===== src/rtl/core/mebf_pkg.sv =====
// Package for the mono expansion blit: field widths, codes and shared structs.
`default_nettype none

package mebf_pkg;

    localparam int COORD_BITS      = 16;
    localparam int PIXELS_PER_BYTE = 8;
    localparam int LANES           = PIXELS_PER_BYTE;
    localparam int LANE_W          = $clog2(LANES);
    localparam int COLOR_W         = 32;
    localparam int ADDR_W          = 32;
    localparam int STRIDE_W        = 20;
    localparam int PB_W            = 3;
    localparam int SIZE_W          = 3;
    localparam int ROW_W           = COORD_BITS + 1;
    localparam int XPROD_W         = COORD_BITS + 2 + PB_W;
    localparam int BPR_W           = COORD_BITS - LANE_W + 1;

    localparam int IN_DATA_W       = 152;
    localparam int OUT_DATA_W      = 72;
    localparam int CFG_IDX_W       = 3;
    localparam int CFG_DATA_W      = STRIDE_W;

    localparam logic [1:0] MODE_FILL   = 2'd0;
    localparam logic [1:0] MODE_OPAQUE = 2'd1;
    localparam logic [1:0] MODE_MASKED = 2'd2;
    localparam logic [1:0] MODE_RSVD   = 2'd3;

    localparam logic [CFG_IDX_W-1:0] REG_PIXEL_BYTES   = 3'd0;
    localparam logic [CFG_IDX_W-1:0] REG_ROW_STRIDE    = 3'd1;
    localparam logic [CFG_IDX_W-1:0] REG_SCREEN_WIDTH  = 3'd2;
    localparam logic [CFG_IDX_W-1:0] REG_SCREEN_HEIGHT = 3'd3;
    localparam logic [CFG_IDX_W-1:0] REG_WRITE_INHIBIT = 3'd4;

    localparam logic [PB_W-1:0] PB_BYTE = 3'd1;
    localparam logic [PB_W-1:0] PB_HALF = 3'd2;
    localparam logic [PB_W-1:0] PB_RGB  = 3'd3;
    localparam logic [PB_W-1:0] PB_WORD = 3'd4;

    localparam logic [PB_W-1:0]       RST_PIXEL_BYTES   = 3'd4;
    localparam logic [STRIDE_W-1:0]   RST_ROW_STRIDE    = 20'd4096;
    localparam logic [COORD_BITS-1:0] RST_SCREEN_WIDTH  = 16'd1024;
    localparam logic [COORD_BITS-1:0] RST_SCREEN_HEIGHT = 16'd768;

    typedef struct packed {
        logic [1:0]            mode;
        logic [COORD_BITS-1:0] base_col;
        logic [COORD_BITS-1:0] draw_cols;
        logic [COORD_BITS-1:0] origin_col;
        logic [ROW_W-1:0]      row;
        logic [STRIDE_W-1:0]   stride;
        logic [PB_W-1:0]       pix_bytes;
        logic [COLOR_W-1:0]    fg;
        logic [COLOR_W-1:0]    bg;
        logic [LANES-1:0]      bits;
        logic [LANES-1:0]      mask;
    } job_t;

    typedef struct packed {
        logic               en;
        logic [COLOR_W-1:0] color;
        logic [XPROD_W-1:0] xprod;
    } lane_t;

    typedef struct packed {
        lane_t [LANES-1:0]  lane;
        logic [ADDR_W-1:0]  rowbase;
        logic [PB_W-1:0]    pix_bytes;
    } stage_t;

endpackage

`default_nettype wire


===== src/rtl/core/mebf_ctrl.sv =====
// Command control: configuration registers, header latch, row/byte counters, job register.
`default_nettype none

module mebf_ctrl (
    input  wire logic                              clk,
    input  wire logic                              rst_n,
    input  wire logic                              cfg_wr_en,
    input  wire logic [mebf_pkg::CFG_IDX_W-1:0]    cfg_index,
    input  wire logic [mebf_pkg::CFG_DATA_W-1:0]   cfg_data,
    input  wire logic                              s_tvalid,
    input  wire logic                              s_tuser,
    input  wire logic [mebf_pkg::IN_DATA_W-1:0]    s_tdata,
    input  wire logic                              s2_ready,
    output logic                                   s_tready,
    output logic                                   job_valid,
    output mebf_pkg::job_t                         job
);
    import mebf_pkg::*;

    logic [PB_W-1:0]       pix_bytes_reg;
    logic [STRIDE_W-1:0]   row_stride_reg;
    logic [COORD_BITS-1:0] screen_width_reg;
    logic [COORD_BITS-1:0] screen_height_reg;
    logic                  write_inhibit_reg;

    logic [1:0]            cmd_mode_reg,  cmd_mode_next;
    logic                  suppress_reg,  suppress_next;
    logic [BPR_W-1:0]      byte_cnt_reg,  byte_cnt_next;
    logic [COORD_BITS-1:0] row_cnt_reg,   row_cnt_next;
    logic                  job_valid_reg, job_valid_next;

    logic [COORD_BITS-1:0] origin_col_reg, origin_row_reg;
    logic [COORD_BITS-1:0] draw_cols_reg,  draw_rows_reg;
    logic [BPR_W-1:0]      bpr_reg;
    logic [COLOR_W-1:0]    fg_reg, bg_reg;
    job_t                  job_reg;

    logic [1:0]            in_mode;
    logic [COORD_BITS-1:0] in_x, in_y, in_w, in_h;
    logic [COLOR_W-1:0]    in_fg, in_bg;
    logic [LANES-1:0]      in_bits, in_mask;

    logic                  accept, hdr_accept, data_push;
    logic                  hdr_sup, hdr_expand;
    logic [COORD_BITS:0]   w_sum7;
    logic [BPR_W-1:0]      hdr_bpr;
    logic [COORD_BITS-1:0] hdr_w, hdr_h;
    logic [BPR_W-1:0]      bc_inc;
    logic [COORD_BITS:0]   rc_inc;

    assign in_mode = s_tdata[1:0];
    assign in_x    = s_tdata[17:2];
    assign in_y    = s_tdata[33:18];
    assign in_w    = s_tdata[49:34];
    assign in_h    = s_tdata[65:50];
    assign in_fg   = s_tdata[97:66];
    assign in_bg   = s_tdata[129:98];
    assign in_bits = s_tdata[137:130];
    assign in_mask = s_tdata[145:138];

    assign s_tready   = !job_valid_reg || s2_ready;
    assign accept     = s_tvalid && s_tready;
    assign hdr_accept = accept && !s_tuser;
    assign data_push  = accept && s_tuser && !suppress_reg;

    assign w_sum7  = {1'b0, in_w} + (COORD_BITS+1)'(PIXELS_PER_BYTE - 1);
    assign hdr_bpr = w_sum7[COORD_BITS:LANE_W];

    always_comb
    begin
        hdr_sup    = write_inhibit_reg || (in_mode == MODE_RSVD);
        hdr_expand = (in_mode == MODE_OPAQUE) || (in_mode == MODE_MASKED);
        hdr_w      = in_w;
        hdr_h      = in_h;
        if (hdr_expand)
        begin
            if (({1'b0, in_x} + {1'b0, in_w}) > {1'b0, screen_width_reg})
            begin
                if (in_x >= screen_width_reg)
                    hdr_sup = 1'b1;
                else
                    hdr_w = screen_width_reg - in_x;
            end
            if (({1'b0, in_y} + {1'b0, in_h}) > {1'b0, screen_height_reg})
            begin
                if (in_y >= screen_height_reg)
                    hdr_sup = 1'b1;
                else
                    hdr_h = screen_height_reg - in_y;
            end
        end
        if ((hdr_w == '0) || (hdr_h == '0))
            hdr_sup = 1'b1;
    end

    assign bc_inc = byte_cnt_reg + BPR_W'(1);
    assign rc_inc = {1'b0, row_cnt_reg} + (COORD_BITS+1)'(1);

    always_comb
    begin
        cmd_mode_next = cmd_mode_reg;
        suppress_next = suppress_reg;
        byte_cnt_next = byte_cnt_reg;
        row_cnt_next  = row_cnt_reg;
        if (hdr_accept)
        begin
            cmd_mode_next = in_mode;
            suppress_next = hdr_sup;
            byte_cnt_next = '0;
            row_cnt_next  = '0;
        end
        else if (data_push)
        begin
            byte_cnt_next = bc_inc;
            if (bc_inc >= bpr_reg)
            begin
                byte_cnt_next = '0;
                row_cnt_next  = rc_inc[COORD_BITS-1:0];
                if (rc_inc >= {1'b0, draw_rows_reg})
                    suppress_next = 1'b1;
            end
        end
    end

    always_comb
    begin
        job_valid_next = job_valid_reg;
        if (s_tready)
            job_valid_next = data_push;
    end

    always_ff @(posedge clk or negedge rst_n)
    begin
        if (!rst_n)
        begin
            pix_bytes_reg     <= RST_PIXEL_BYTES;
            row_stride_reg    <= RST_ROW_STRIDE;
            screen_width_reg  <= RST_SCREEN_WIDTH;
            screen_height_reg <= RST_SCREEN_HEIGHT;
            write_inhibit_reg <= 1'b0;
            cmd_mode_reg      <= MODE_FILL;
            suppress_reg      <= 1'b1;
            byte_cnt_reg      <= '0;
            row_cnt_reg       <= '0;
            job_valid_reg     <= 1'b0;
        end
        else
        begin
            if (cfg_wr_en)
            begin
                case (cfg_index)
                    REG_PIXEL_BYTES:   pix_bytes_reg     <= cfg_data[PB_W-1:0];
                    REG_ROW_STRIDE:    row_stride_reg    <= cfg_data[STRIDE_W-1:0];
                    REG_SCREEN_WIDTH:  screen_width_reg  <= cfg_data[COORD_BITS-1:0];
                    REG_SCREEN_HEIGHT: screen_height_reg <= cfg_data[COORD_BITS-1:0];
                    REG_WRITE_INHIBIT: write_inhibit_reg <= cfg_data[0];
                    default:           ;
                endcase
            end
            cmd_mode_reg  <= cmd_mode_next;
            suppress_reg  <= suppress_next;
            byte_cnt_reg  <= byte_cnt_next;
            row_cnt_reg   <= row_cnt_next;
            job_valid_reg <= job_valid_next;
        end
    end

    always_ff @(posedge clk)
    begin
        if (hdr_accept)
        begin
            origin_col_reg <= in_x;
            origin_row_reg <= in_y;
            draw_cols_reg  <= hdr_w;
            draw_rows_reg  <= hdr_h;
            bpr_reg        <= hdr_bpr;
            fg_reg         <= in_fg;
            bg_reg         <= in_bg;
        end
        if (data_push)
        begin
            job_reg.mode       <= cmd_mode_reg;
            job_reg.base_col   <= {byte_cnt_reg[COORD_BITS-LANE_W-1:0], LANE_W'(0)};
            job_reg.draw_cols  <= draw_cols_reg;
            job_reg.origin_col <= origin_col_reg;
            job_reg.row        <= {1'b0, origin_row_reg} + {1'b0, row_cnt_reg};
            job_reg.stride     <= row_stride_reg;
            job_reg.pix_bytes  <= pix_bytes_reg;
            job_reg.fg         <= fg_reg;
            job_reg.bg         <= bg_reg;
            job_reg.bits       <= in_bits;
            job_reg.mask       <= in_mask;
        end
    end

    assign job_valid = job_valid_reg;
    assign job       = job_reg;

endmodule

`default_nettype wire


===== src/rtl/core/mebf_lane.sv =====
// One pixel lane: column clip, mode select, color pick and pixel offset in the row.
`default_nettype none

module mebf_lane (
    input  mebf_pkg::job_t                   job,
    input  wire logic [mebf_pkg::LANE_W-1:0] lane_idx,
    output mebf_pkg::lane_t                  res
);
    import mebf_pkg::*;

    logic [COORD_BITS:0]   col;
    logic [COORD_BITS+1:0] x;
    logic [LANE_W-1:0]     bit_pos;
    logic                  pix_bit, mask_bit, in_range, pb_ok, mode_ok;

    assign col      = {1'b0, job.base_col} + {{(COORD_BITS+1-LANE_W){1'b0}}, lane_idx};
    assign x        = {2'b0, job.origin_col} + {1'b0, col};
    assign bit_pos  = LANE_W'(LANES - 1) - lane_idx;
    assign pix_bit  = job.bits[bit_pos];
    assign mask_bit = job.mask[bit_pos];
    assign in_range = col < {1'b0, job.draw_cols};
    assign pb_ok    = (job.pix_bytes >= PB_BYTE) && (job.pix_bytes <= PB_WORD);

    always_comb
    begin
        case (job.mode)
            MODE_FILL:   mode_ok = 1'b1;
            MODE_OPAQUE: mode_ok = 1'b1;
            MODE_MASKED: mode_ok = mask_bit;
            default:     mode_ok = 1'b0;
        endcase
    end

    assign res.en    = in_range && pb_ok && mode_ok;
    assign res.color = ((job.mode == MODE_OPAQUE) && !pix_bit) ? job.bg : job.fg;
    assign res.xprod = {{PB_W{1'b0}}, x} * {{(XPROD_W-PB_W){1'b0}}, job.pix_bytes};

endmodule

`default_nettype wire


===== src/rtl/core/mebf_merge.sv =====
// Merge stage: serializes the enabled lanes into framebuffer writes through an output register.
`default_nettype none

module mebf_merge (
    input  wire logic                            clk,
    input  wire logic                            rst_n,
    input  wire logic                            s2_valid,
    input  mebf_pkg::stage_t                     s2,
    output logic                                 take,
    output logic                                 m_tvalid,
    input  wire logic                            m_tready,
    output logic [mebf_pkg::OUT_DATA_W-1:0]      m_tdata,
    output logic                                 m_tlast
);
    import mebf_pkg::*;

    logic [LANES-1:0]   ser_en_reg, ser_en_next;
    logic [1:0]         sub_reg, sub_next;
    stage_t             ser_reg;
    logic               out_valid_reg, out_valid_next;
    logic [ADDR_W-1:0]  out_offset_reg;
    logic [COLOR_W-1:0] out_data_reg;
    logic [SIZE_W-1:0]  out_size_reg;
    logic               out_last_reg;

    logic               busy, emit, last, done_pix;
    logic [LANE_W-1:0]  sel;
    logic [LANES-1:0]   rest, s2_en;
    lane_t              cur;
    logic [ADDR_W-1:0]  addr;
    logic [COLOR_W-1:0] wdata;
    logic [SIZE_W-1:0]  wsize;

    always_comb
    begin
        sel = '0;
        for (int i = LANES - 1; i >= 0; i--)
        begin
            if (ser_en_reg[i])
                sel = LANE_W'(i);
        end
        for (int i = 0; i < LANES; i++)
            s2_en[i] = s2.lane[i].en;
    end

    assign cur      = ser_reg.lane[sel];
    assign busy     = |ser_en_reg;
    assign emit     = busy && (!out_valid_reg || m_tready);
    assign done_pix = (ser_reg.pix_bytes != PB_RGB) || (sub_reg == 2'd2);
    assign rest     = ser_en_reg & ~(LANES'(1) << sel);
    assign last     = done_pix && (rest == '0);
    assign take     = s2_valid && (!busy || (emit && last));
    assign addr     = ser_reg.rowbase + {{(ADDR_W-XPROD_W){1'b0}}, cur.xprod}
                      + {{(ADDR_W-2){1'b0}}, sub_reg};

    always_comb
    begin
        wdata = cur.color;
        wsize = ser_reg.pix_bytes;
        case (ser_reg.pix_bytes)
            PB_BYTE: wdata = {24'b0, cur.color[7:0]};
            PB_HALF: wdata = {16'b0, cur.color[15:0]};
            PB_RGB:
            begin
                wsize = PB_BYTE;
                case (sub_reg)
                    2'd0:    wdata = {24'b0, cur.color[23:16]};
                    2'd1:    wdata = {24'b0, cur.color[15:8]};
                    default: wdata = {24'b0, cur.color[7:0]};
                endcase
            end
            default: wdata = cur.color;
        endcase
    end

    always_comb
    begin
        ser_en_next = ser_en_reg;
        sub_next    = sub_reg;
        if (take)
        begin
            ser_en_next = s2_en;
            sub_next    = 2'd0;
        end
        else if (emit)
        begin
            if (done_pix)
            begin
                ser_en_next = rest;
                sub_next    = 2'd0;
            end
            else
                sub_next = sub_reg + 2'd1;
        end
    end

    always_comb
    begin
        out_valid_next = out_valid_reg;
        if (emit)
            out_valid_next = 1'b1;
        else if (m_tready)
            out_valid_next = 1'b0;
    end

    always_ff @(posedge clk or negedge rst_n)
    begin
        if (!rst_n)
        begin
            ser_en_reg    <= '0;
            sub_reg       <= 2'd0;
            out_valid_reg <= 1'b0;
        end
        else
        begin
            ser_en_reg    <= ser_en_next;
            sub_reg       <= sub_next;
            out_valid_reg <= out_valid_next;
        end
    end

    always_ff @(posedge clk)
    begin
        if (take)
            ser_reg <= s2;
        if (emit)
        begin
            out_offset_reg <= addr;
            out_data_reg   <= wdata;
            out_size_reg   <= wsize;
            out_last_reg   <= last;
        end
    end

    assign m_tvalid = out_valid_reg;
    assign m_tdata  = {(OUT_DATA_W-ADDR_W-COLOR_W-SIZE_W)'(0), out_size_reg, out_data_reg,
                       out_offset_reg};
    assign m_tlast  = out_last_reg;

endmodule

`default_nettype wire


===== src/rtl/core/mono_expand_blit_fill.sv =====
// Top level of the mono expansion blit: control, eight pixel lanes, row multiply, merge.
`default_nettype none

// A header transaction latches the command and causes no write. Each bitmap byte is split
// over eight pixel lanes; the merge stage then sends one framebuffer write per clock
// through its output register while m_tready holds, so a byte causes up to 8 writes at
// 1, 2 or 4 bytes per pixel and up to 24 at 3 bytes per pixel, where each pixel is three
// byte writes. The single write port bounds the throughput; the next byte is accepted
// while the current one drains, and the first write of a byte passes through the job
// register, the stage-2 register, the serializer register and the output register.
// tlast marks the final write of each byte.
module mono_expand_blit_fill (
    input  wire logic                              clk,
    input  wire logic                              rst_n,
    input  wire logic                              cfg_wr_en,
    input  wire logic [mebf_pkg::CFG_IDX_W-1:0]    cfg_index,
    input  wire logic [mebf_pkg::CFG_DATA_W-1:0]   cfg_data,
    input  wire logic                              s_tvalid,
    output logic                                   s_tready,
    // op_mode, dest_x, dest_y, area_width, area_height, fore_color, back_color,
    // bitmap_byte, mask_byte
    input  wire logic [mebf_pkg::IN_DATA_W-1:0]    s_tdata,
    // func
    input  wire logic                              s_tuser,
    output logic                                   m_tvalid,
    input  wire logic                              m_tready,
    // byte_offset, write_data, write_size
    output logic [mebf_pkg::OUT_DATA_W-1:0]        m_tdata,
    // last_write
    output logic                                   m_tlast
);
    import mebf_pkg::*;

    logic   job_valid, s2_ready, take, s2_any_en;
    job_t   job;
    lane_t  lane_res [LANES];
    logic   s2_valid_reg, s2_valid_next;
    stage_t s2_reg;
    logic [ADDR_W+COORD_BITS+4:0] row_prod;

    mebf_ctrl u_ctrl (
        .clk       (clk),
        .rst_n     (rst_n),
        .cfg_wr_en (cfg_wr_en),
        .cfg_index (cfg_index),
        .cfg_data  (cfg_data),
        .s_tvalid  (s_tvalid),
        .s_tuser   (s_tuser),
        .s_tdata   (s_tdata),
        .s2_ready  (s2_ready),
        .s_tready  (s_tready),
        .job_valid (job_valid),
        .job       (job)
    );

    for (genvar g = 0; g < LANES; g++)
    begin : g_lane
        mebf_lane u_lane (
            .job      (job),
            .lane_idx (LANE_W'(g)),
            .res      (lane_res[g])
        );
    end

    assign row_prod = {{(ADDR_W+COORD_BITS+5-STRIDE_W){1'b0}}, job.stride}
                      * {{(ADDR_W+COORD_BITS+5-ROW_W){1'b0}}, job.row};

    assign s2_ready = !s2_valid_reg || take;

    always_comb
    begin
        s2_valid_next = s2_valid_reg;
        if (s2_ready)
            s2_valid_next = job_valid;
        s2_any_en = 1'b0;
        for (int i = 0; i < LANES; i++)
            s2_any_en = s2_any_en | s2_reg.lane[i].en;
    end

    always_ff @(posedge clk or negedge rst_n)
    begin
        if (!rst_n)
            s2_valid_reg <= 1'b0;
        else
            s2_valid_reg <= s2_valid_next;
    end

    always_ff @(posedge clk)
    begin
        if (job_valid && s2_ready)
        begin
            for (int i = 0; i < LANES; i++)
                s2_reg.lane[i] <= lane_res[i];
            s2_reg.rowbase   <= row_prod[ADDR_W-1:0];
            s2_reg.pix_bytes <= job.pix_bytes;
        end
    end

    mebf_merge u_merge (
        .clk      (clk),
        .rst_n    (rst_n),
        .s2_valid (s2_valid_reg),
        .s2       (s2_reg),
        .take     (take),
        .m_tvalid (m_tvalid),
        .m_tready (m_tready),
        .m_tdata  (m_tdata),
        .m_tlast  (m_tlast)
    );

    assert property (@(posedge clk) disable iff (!rst_n)
        (s_tvalid && s_tready && !s_tuser) |=> !job_valid)
        else $error("header transaction left a job in the pipeline");

    assert property (@(posedge clk) disable iff (!rst_n)
        (s2_valid_reg && s2_any_en) |->
        (s2_reg.pix_bytes == PB_BYTE || s2_reg.pix_bytes == PB_HALF ||
         s2_reg.pix_bytes == PB_RGB  || s2_reg.pix_bytes == PB_WORD))
        else $error("lane enabled with unsupported pixel size");

    assert property (@(posedge clk) disable iff (!rst_n)
        m_tvalid |-> (m_tdata[66:64] == PB_BYTE || m_tdata[66:64] == PB_HALF ||
                      m_tdata[66:64] == PB_WORD))
        else $error("write size not 1, 2 or 4");

endmodule

`default_nettype wire

===== config.mk =====
export PLATFORM = sky130hd
export DESIGN_NAME = mono_expand_blit_fill
export DESIGN_NICKNAME = d
export VERILOG_FILES = /design/src/rtl/core/mebf_pkg.sv /design/src/rtl/core/mebf_ctrl.sv /design/src/rtl/core/mebf_lane.sv /design/src/rtl/core/mebf_merge.sv /design/src/rtl/core/mono_expand_blit_fill.sv
export SDC_FILE = /design/constraint.sdc
export NUM_CORES = 2
export LEC_CHECK = 0
export BUFFER_PORTS_ARGS = -buffer_cell sky130_fd_sc_hd__buf_4
export CAP_MARGIN = 5
export CORE_MARGIN = 8
export CORE_UTILIZATION = 40
export CTS_CLUSTER_DIAMETER = 80
export DETAILED_ROUTE_END_ITERATION = 10
export PLACE_DENSITY_LB_ADDON = 0.1
export SLEW_MARGIN = 10
export SYNTH_ARGS = -nofsm -noshare
export SYNTH_HDL_FRONTEND = slang
export SYNTH_HIERARCHICAL = 1
export SYNTH_SLANG_ARGS = --single-unit

===== constraint.sdc =====
create_clock -name clk -period 27.2 [get_ports clk]
set_clock_uncertainty 0.05 [all_clocks]
set_input_delay 6.8 -clock clk [delete_from_list [all_inputs] [get_ports clk]]
set_output_delay 6.8 -clock clk [all_outputs]
set_load 0.1 [all_outputs]

==> flow_summary.json <==
{
  "reg2reg_slack_ns": 20.06,
  "synth-edff-count": 1303,
  "crit_slowest_cell": "o21ai_1",
  "grt_max_degree": 161,
  "hold_viol_final": 0,
  "grt-ovfl-total": 0,
  "use_met1": 0.2929,
  "core_area_sq_um": 238100,
  "finalCritPeriodShare": 0.5917,
  "worst_pin_slew_ns": 1.250,
  "cts_made_buffers": 160,
  "required_ns": 20.35,
  "die_w_um": 505.6,
  "grt_antenna_before_repair": 18,
  "rsz0062_at_grt": "false",
  "nNetsFinal": 10090,
  "crit_path_end_kind": "output port",
  "fillers": 22030,
  "firstDrtPassIters": 7,
  "die-area_sq_um": 255600,
  "yosysWarningCount": 6,
  "grt_use_met2": 0.3317,
  "cts_tree": "yes",
  "final_common_cell": "edfxtp_1",
  "io_buffer_count": 244,
  "fin_tns_setup_ns": 0,
  "worst-path-max-fanout": 69,
  "gp_congestion": 0.8863,
  "holdPathStages": 0,
  "r2r_cells": 19,
  "grt.busiest_layer": "met2",
  "vias": 65080,
  "drc_errors": 0,
  "routed_wirelength_um": 270900,
  "crit_type": "input port to output port",
  "clock_latency_ns": 0.81,
  "path_cells": "buf_4, nor2b_1, a2111oi_2, o21ai_1, inv_8, nand2b_1, nand2b_1, buf_4",
  "worstPathArrival_ns": 9.24,
  "fmaxAchievable_mhz": 62.14,
  "initial_utilization": 0.4028,
  "fp-row-count": 179,
  "cts-root-buf": "clkbuf_16",
  "finalMaxSlewViolations": 0,
  "worstHoldPathType": "register to register",
  "cpPeakStageDelay_ns": 0.51,
  "hold_buffers": 0,
  "start_kind": "input port",
  "htree_levels": 4,
  "routedWlPerCell_um": 22.48,
  "yosysUniqueCellTypes": 123,
  "via_per_inst": 5.400,
  "place_hpwl_um": 196000,
  "ys_ff_latch": 1405,
  "cts_buffer_depth": 3,
  "layout_min_cycle_time_ns": 16.09,
  "synthCells": 8397,
  "grt_pass1_vias": 65240,
  "grt_use_total": 0.2070,
  "cts_sinks": 1405,
  "syn-cell-area_sq_um": 95890,
  "largest_reg_flops": 467,
  "first_iter_violations": 4828,
  "clkTransAtPathRegs_ns": 0.07,
  "grt_pass1_wl_um": 407700,
  "ys_seq_area_frac": 0.4348,
  "avgSynthCellArea_sq_um": 11.42,
  "ctsResizeCount": 0,
  "ant_nets": 0,
  "ys_async_sr_fraction": 0.07260,
  "post_cts_buffers": 0,
  "die_y_um": 505.6,
  "setup_viol": 0,
  "pin_count": 256,
  "grtUsageMet3": 0.03121,
  "final_layout_size_suffix_gt1_frac": 0.1209,
  "final_cell_mix": "1303 x edfxtp_1, 937 x inv_1, 885 x nand2_1",
  "ys.flop_type": "edfxtp_1",
  "timing.max_slew.rel_slack": 0.1665,
  "max_cap_violations": 0,
  "syn_to_final_growth_pct": 11.49,
  "status": "finished clean"
}
[metal layers]
layer | vias to the layer above | routed length (um)
li1 | 30600 | -
met1 | 32390 | 126000
met2 | 1710 | 121900
met3 | 386 | 15000
met4 | 4 | 7967
met5 | - | 34
[final timing paths]
kind / startpoint / end
setup / recovery: m_tready / s_tready
hold / removal: s2_reg[22]$_DFFE_PP_ / u_merge/ser_reg[22]$_DFFE_PP_
setup reg to reg: u_merge/ser_en_reg[3]$_DFFE_PN0P_ / u_merge/out_offset_reg[27]$_DFFE_PP_
hold reg to reg: s2_reg[22]$_DFFE_PP_ / u_merge/ser_reg[22]$_DFFE_PP_
max in group asynchronous: rst_n / u_ctrl/row_cnt_reg[11]$_DFFE_PN0P_
min in group asynchronous: rst_n / u_ctrl/write_inhibit_reg$_DFFE_PN0P_
[cells by family after synthesis]
family                   after synthesis  synth area share
AO/OA/AOI/OAI                       1533            0.1114
AND/OR/NAND/NOR                     2199            0.1131
buffers and inverters               1187           0.05013
XOR/XNOR                             494           0.04512
adder cells (fa/ha/maj)             1159            0.1842
multiplexers                         416           0.06118
other                                  4         0.0001565
flip-flops                          1405            0.4348
[critical path: cells and delay by family]
family	cells	cell delay, ns
buffers and inverters	3	0.80
AOI/OAI and AO/OA	2	0.57
and+or+nand+nor	3	1.02
[through the flow]
stage          setup WS [ns]    util  cell area [sq um]  cells  hold WS (ns)
2_1_floorplan          3.040       -              96320   8513        0.3503
3_3_place_gp           11.15  0.4267             101600  11750        0.3505
3_5_place_dp           11.15  0.4267             101600  11750        0.3545
4_1_cts                11.14  0.4490             106900  12050        0.3324
5_1_grt                11.00  0.4490             106900  12050        0.3320
6_report               11.11  0.4490             106900  12050        0.3313
[final cells by class]
class | count | area (sq um) | share of cell area
well taps | 3167 | 3963 | 0.03707
inverters | 939 | 3537 | 0.03309
multi-input cells | 5921 | 49930 | 0.4671
diodes | 4 | 10.01 | 0.00009363
clock inverters | 110 | 1196 | 0.01119
repair buffers | 321 | 2472 | 0.02313
flip-flops and latches | 1405 | 41690 | 0.3899
clock buffers | 185 | 4108 | 0.03842
[cells in the mapped netlist, types with 165 or more instances]
library cell,number,area (sq um)
edfxtp_1,1303,39130
inv_1,938,3521
nand2_1,887,3329
ha_1,737,9221
fa_1,421,8428
a21oi_1,372,1862
xnor2_1,337,2952
nor2_1,323,1212
o21ai_0,290,1451
mux2_4,210,3153
and2_1,205,1282
clkbuf_1,177,664.4
a21o_1,165,1239
Power is not shown: default switching activity piles up to over one toggle a cycle in this logic, so the estimate is an artifact.
